$ cat config.mk
export PLATFORM = sky130hd
export DESIGN_NAME = tgd_front
export DESIGN_NICKNAME = d
export VERILOG_FILES = /design/src/design/tgd_pkg.sv /design/src/design/tgd_front.sv
export SDC_FILE = /design/constraint.sdc
export NUM_CORES = 2
export LEC_CHECK = 0
export ABC_AREA = 1
export BUFFER_PORTS_ARGS = -buffer_cell sky130_fd_sc_hd__buf_4
export CAP_MARGIN = 10
export CORE_ASPECT_RATIO = 0.7
export CORE_MARGIN = 3
export CORE_UTILIZATION = 45
export CTS_CLUSTER_DIAMETER = 200
export CTS_CLUSTER_SIZE = 40
export DETAILED_ROUTE_END_ITERATION = 6
export HOLD_SLACK_MARGIN = 0.12
export SETUP_SLACK_MARGIN = 0.5
export SYNTH_ARGS = -nofsm -noshare
export SYNTH_HDL_FRONTEND = slang
export SYNTH_SLANG_ARGS = --single-unit
export TNS_END_PERCENT = 30
$ cat constraint.sdc
create_clock -name clk -period 7.4 [get_ports clk]
set_input_delay 0.74 -clock clk [delete_from_list [all_inputs] [get_ports clk]]
set_output_delay 0.74 -clock clk [all_outputs]
set_load 0.01 [all_outputs]
$ cat src/design/tgd_pkg.sv
// ---------------------------------------------------------------------------
// Truncated Gaussian density: package
// Shared types, register indexes, pipeline depths and the exp(-n) table.
// ---------------------------------------------------------------------------
`default_nettype none

package tgd_pkg;

  localparam int FRAC_BITS_DEF = 16;

  // Register indexes of the configuration channel.
  localparam logic [1:0] REG_MEAN  = 2'd0;
  localparam logic [1:0] REG_WIDTH = 2'd1;
  localparam logic [1:0] REG_LOW   = 2'd2;
  localparam logic [1:0] REG_HIGH  = 2'd3;

  localparam int FRONT_STAGES = 3;
  localparam int INT_STEPS    = 5;
  localparam int FRAC_STEPS   = 31;
  localparam int DIV_STAGES   = INT_STEPS + FRAC_STEPS;
  localparam int SERIES_TERMS = 16;
  localparam int EXP_STAGES   = 3 * SERIES_TERMS;
  localparam int BACK_STAGES  = 3;
  localparam int TGD_LATENCY  = FRONT_STAGES + DIV_STAGES + EXP_STAGES + BACK_STAGES;

  localparam int MAX_INT = 16;

  typedef struct packed {
    logic signed [31:0] mean;
    logic [30:0]        width;
    logic signed [31:0] lo;
    logic signed [31:0] hi;
  } tgd_cfg_t;

  typedef struct packed {
    logic valid;
    logic outside;
    logic zero;
  } tgd_ctl_t;

  // exp(-n) in Q1.31 for n = 0..16, built from a truncated series for exp(-1).
  function automatic logic [32*(MAX_INT+1)-1:0] tgd_en_table();
    logic [63:0] term;
    logic [63:0] pos;
    logic [63:0] neg;
    logic [63:0] e1;
    logic [63:0] en;
    logic [32*(MAX_INT+1)-1:0] tab;
    term = 64'd1 << 31;
    pos  = 64'd1 << 31;
    neg  = 64'd0;
    for (int k = 1; k <= 20; k++) begin
      term = term / 64'(k);
      if (k % 2 == 1) neg = neg + term;
      else pos = pos + term;
    end
    e1  = pos - neg;
    en  = 64'd1 << 31;
    tab = '0;
    for (int i = 0; i <= MAX_INT; i++) begin
      tab[32*i +: 32] = en[31:0];
      en = (en * e1) >> 31;
    end
    return tab;
  endfunction

  localparam logic [32*(MAX_INT+1)-1:0] TGD_EN_TAB = tgd_en_table();

endpackage

`default_nettype wire

$ cat src/design/tgd_front.sv
// ---------------------------------------------------------------------------
// Truncated Gaussian density: front end
// Window check, offset from the centre, and the squares that feed the divider.
// ---------------------------------------------------------------------------
`default_nettype none

module tgd_front
  import tgd_pkg::*;
(
  input  wire logic               clk,
  input  wire logic               rst,
  input  wire logic               in_valid,
  input  wire logic signed [31:0] sample,
  input  wire tgd_cfg_t           cfg,
  output tgd_ctl_t                ctl,
  output logic [63:0]             d2,
  output logic [62:0]             den
);

  tgd_ctl_t           s1_ctl;
  tgd_ctl_t           s2_ctl;
  logic signed [32:0] s1_diff;
  logic [30:0]        s1_sig;
  logic [31:0]        s2_abs;
  logic [61:0]        s2_sigsq;

  always_ff @(posedge clk) begin
    if (rst) begin
      s1_ctl <= '0;
      s2_ctl <= '0;
      ctl    <= '0;
    end else begin
      s1_ctl.valid   <= in_valid;
      s1_ctl.outside <= (sample < cfg.lo) || (sample > cfg.hi);
      s1_ctl.zero    <= 1'b0;
      s2_ctl         <= s1_ctl;
      ctl            <= s2_ctl;
    end
  end

  always_ff @(posedge clk) begin
    s1_diff  <= 33'(sample) - 33'(cfg.mean);
    s1_sig   <= (cfg.width == '0) ? 31'd1 : cfg.width;
    s2_abs   <= s1_diff[32] ? 32'(-s1_diff) : s1_diff[31:0];
    s2_sigsq <= 62'(s1_sig) * 62'(s1_sig);
    d2       <= 64'(s2_abs) * 64'(s2_abs);
    den      <= {s2_sigsq, 1'b0};
  end

endmodule

`default_nettype wire

==> flow_summary_export.csv <==
group,metric,value,unit
logic_synthesis,yosysTopAreaCellShare,0.443,
run_status,status,"finished clean",
timing,hold_violations,0,
logic_synthesis,synth.avg_cell_area,8.31,µm²
logic_synthesis,synthTopCellsByArea,"fa_1 44%, inv_1 14%, ha_1 12%",
clock_network,htree_levels,1,
clock_network,clock_path_buffers,3,
floorplan,fp.coreArea,153000,µm²
timing,worst_clock_skew,103,ps
timing,finalSetupViolations,0,
logic_synthesis,synth_flop_cell,"dfxtp_1",
global_routing,grt_overflow,0,
route,ant_nets,0,
global_routing,track_usage,0.276,
flow_run,maxCapViolCount,0,
placement,port_buffers,287,
route,drt_pass1_iterations,7,
clock_network,clk_latency,600,ps
logic_synthesis,syn_area,69700,µm²
placement,place_congestion,0.991,
cells_and_area,fill_cells,14600,
critical_path,worstPathRequired,7950,ps
cells_and_area,layout.cells.non_filler,10800,
logic_synthesis,yosys_register_bits,287,
route,wl,224000,µm
floorplan,ios,292,
global_routing,grt_max_degree,41,
placement,hpwl,182000,µm
clock_network,path_clk_slew,180,ps
critical_path,r2r_slack,630,ps
logic_synthesis,synth_warnings,0,
worst_hold_path,hold_path.class,"in -> reg",
timing,slew_violations,0,
logic_synthesis,synth_cells,8383,
route,vias,53600,
route,drt-initial-drc-count,4586,
critical_path,cp-end-kind,"flop",
floorplan,initial_core_util,0.455,
clock_network,numCtsBuffers,13,
placement,dp.cells,10700,
floorplan,die_y,335,µm
critical_path,critPathLaunchType,"flop",
global_routing,grt_pass1_wl,338000,µm
logic_synthesis,synth_top_family_by_area,"adder cells",
logic_synthesis,synth_commonest_cells,"2675 x inv_1, 1593 x nand2_1, 1543 x fa_1, 659 x ha_1, 373 x nor2_1",
critical_path,arrival,7320,ps
timing,fin_crit_sh,0.915,
logic_synthesis,ys_seq_area_frac,0.0825,
cells_and_area,area_growth,13.7,%
route,wl_per_cell,20.7,µm
logic_synthesis,synth_compound_area_frac,0.0422,
logic_synthesis,ys_async_sr_fraction,0,
cells_and_area,layout.nets,11100,
route,drc_errors,0,
logic_synthesis,synth_edf_count,0,
logic_synthesis,yosysMostFrequentCell,"inv_1",
global_routing,grt_pass1_vias,56900,
floorplan,row_count,120,
cells_and_area,drive_above_1_share,0.128,
logic_synthesis,synth_xor_area_frac,0.0255,
clock_network,cts_tree,"built",
timing,fin_crit,6770,ps
timing,tightestPinTransition,1080,ps
floorplan,dieArea,160000,µm²
clock_network,cts_root_buffer,"clkbuf_16",
logic_synthesis,synth_fa_ha_area_frac,0.562,
timing,max_freq,148,MHz
logic_synthesis,synth_largest_area_cell,"fa_1",
critical_path,critical_path.max_fanout,14,
critical_path,path_class,"reg -> reg",
global_routing,antenna_found_initial,3,
timing,rsz0062_at_grt,"true",
route,avgViaCountPerCell,4.95,
clock_network,cts_sinks,287,
logic_synthesis,synth-simple-area-share,0.130,
clock_network,ctsHoldBuffers,0,
timing,relSlewSlack,0.276,
logic_synthesis,synthMuxAreaShare,0,
logic_synthesis,yosysUniqueCellTypes,52,
floorplan,fp.dieW,476,µm
## area by class of cell
cell class                      instances  area [µm²]  area share
Multi-Input combinational cell       5174       54500       0.688
Inverter                             2689       10100       0.127
Sequential cell                       287        5930      0.0749
Timing Repair Buffer                  578        5660      0.0714
Tap cell                             2074        2590      0.0328
Clock buffer                           13         325     0.00411
Clock inverter                          5         123     0.00155
Antenna cell                            1        2.50   0.0000316
## registers in the layout (all words and copies together), names as in the netlist
name      cells
d2           63
s2_ctl        2
s1_sig       31
s1_ctl        2
s2_abs       32
s2_sigsq     61
den          61
ctl           2
s1_diff      33
## critical path: stages, from the launching register on
cell      delay [ps]
dfxtp_4          440
buf_12           140
buf_16           200
nand2_1          120
inv_1            100
fa_1             440
fa_1             520
inv_1             60
fa_1             500
fa_1             520
inv_1             60
fa_2             650
fa_1             450
fa_2             640
ha_1             280
ha_2             430
nand2_1          120
nor2_2           130
inv_2             70
nor2_2           130
inv_1            100
o21bai_1         200
inv_1            100
nand2_2          120
nand2_2           80
nand2_1          100
## final timing paths
| check | startpoint | to | depth (start not counted) |
|---|---|---|---|
| worst max register to register | s2_abs[13]$_DFF_P_ | d2[44]$_DFF_P_ | 25 |
| worst max-delay path | s2_abs[13]$_DFF_P_ | d2[44]$_DFF_P_ | 25 |
| worst min-delay path | cfg[78] | s1_sig[14]$_SDFF_PN0_ | 1 |
| worst min register to register | s2_sigsq[0]$_DFF_P_ | den[1]$_DFF_P_ | 0 |
## cells in the final DEF, fill, tap and decap left out, drive strengths merged, types with 53 or more instances in the layout
| cell type | n |
|---|---|
| nand3 | 130 |
| ha | 659 |
| xnor2 | 53 |
| inv | 2690 |
| fa | 1543 |
| xor2 | 149 |
| o21ai | 155 |
| buf | 560 |
| nand2 | 1619 |
| dfxtp | 287 |
| a21oi | 240 |
| nor2 | 399 |
## routing by layer
| layer | wire [µm] | vias to the layer above | global-route usage | part of all wire |
|---|---|---|---|---|
| li1 | - | 24600 | - | - |
| met1 | 106000 | 26500 | 0.429 | 0.47 |
| met2 | 85200 | 2311 | 0.373 | 0.38 |
| met4 | 4100 | 2 | 0.0415 | 0.018 |
| met3 | 28700 | 174 | 0.0933 | 0.13 |
| met5 | 189 | - | 0.00840 | 0.00084 |
## kinds of logic (layout without fill, tap and decap cells)
family	after synthesis	in the layout
AOI/OAI and AO/OA	516	516
xor gates and xnor gates	202	202
adders and majority gates	2202	2202
buffers and inverters	2925	3285
DFF	287	287
other	1	5
and+or+nand+nor	2250	2250
## stage by stage
step                setup TNS [ps]  hold WS, ps  worst slack [ps]  area (µm²)   util
floorplan                        0          310               753       69700      -
global placement              -136          310             -52.2       75100  0.490
detailed placement               0          313              8.50       75100  0.490
CTS                              0          198               421       76300  0.498
global route                     0          204               400       79200  0.517
finish                           0          233               626       79200  0.517
## repair_timing
action,4_1_cts,5_1_grt
setup endpoints to repair,84,89
buffers inserted,13,97
gates resized for setup,137,494
pin swaps,4,112
cloned,7,17
Power is left out: the tool's default activity adds up to more than one toggle a clock period on the data nets, which glitch-free logic cannot reach.
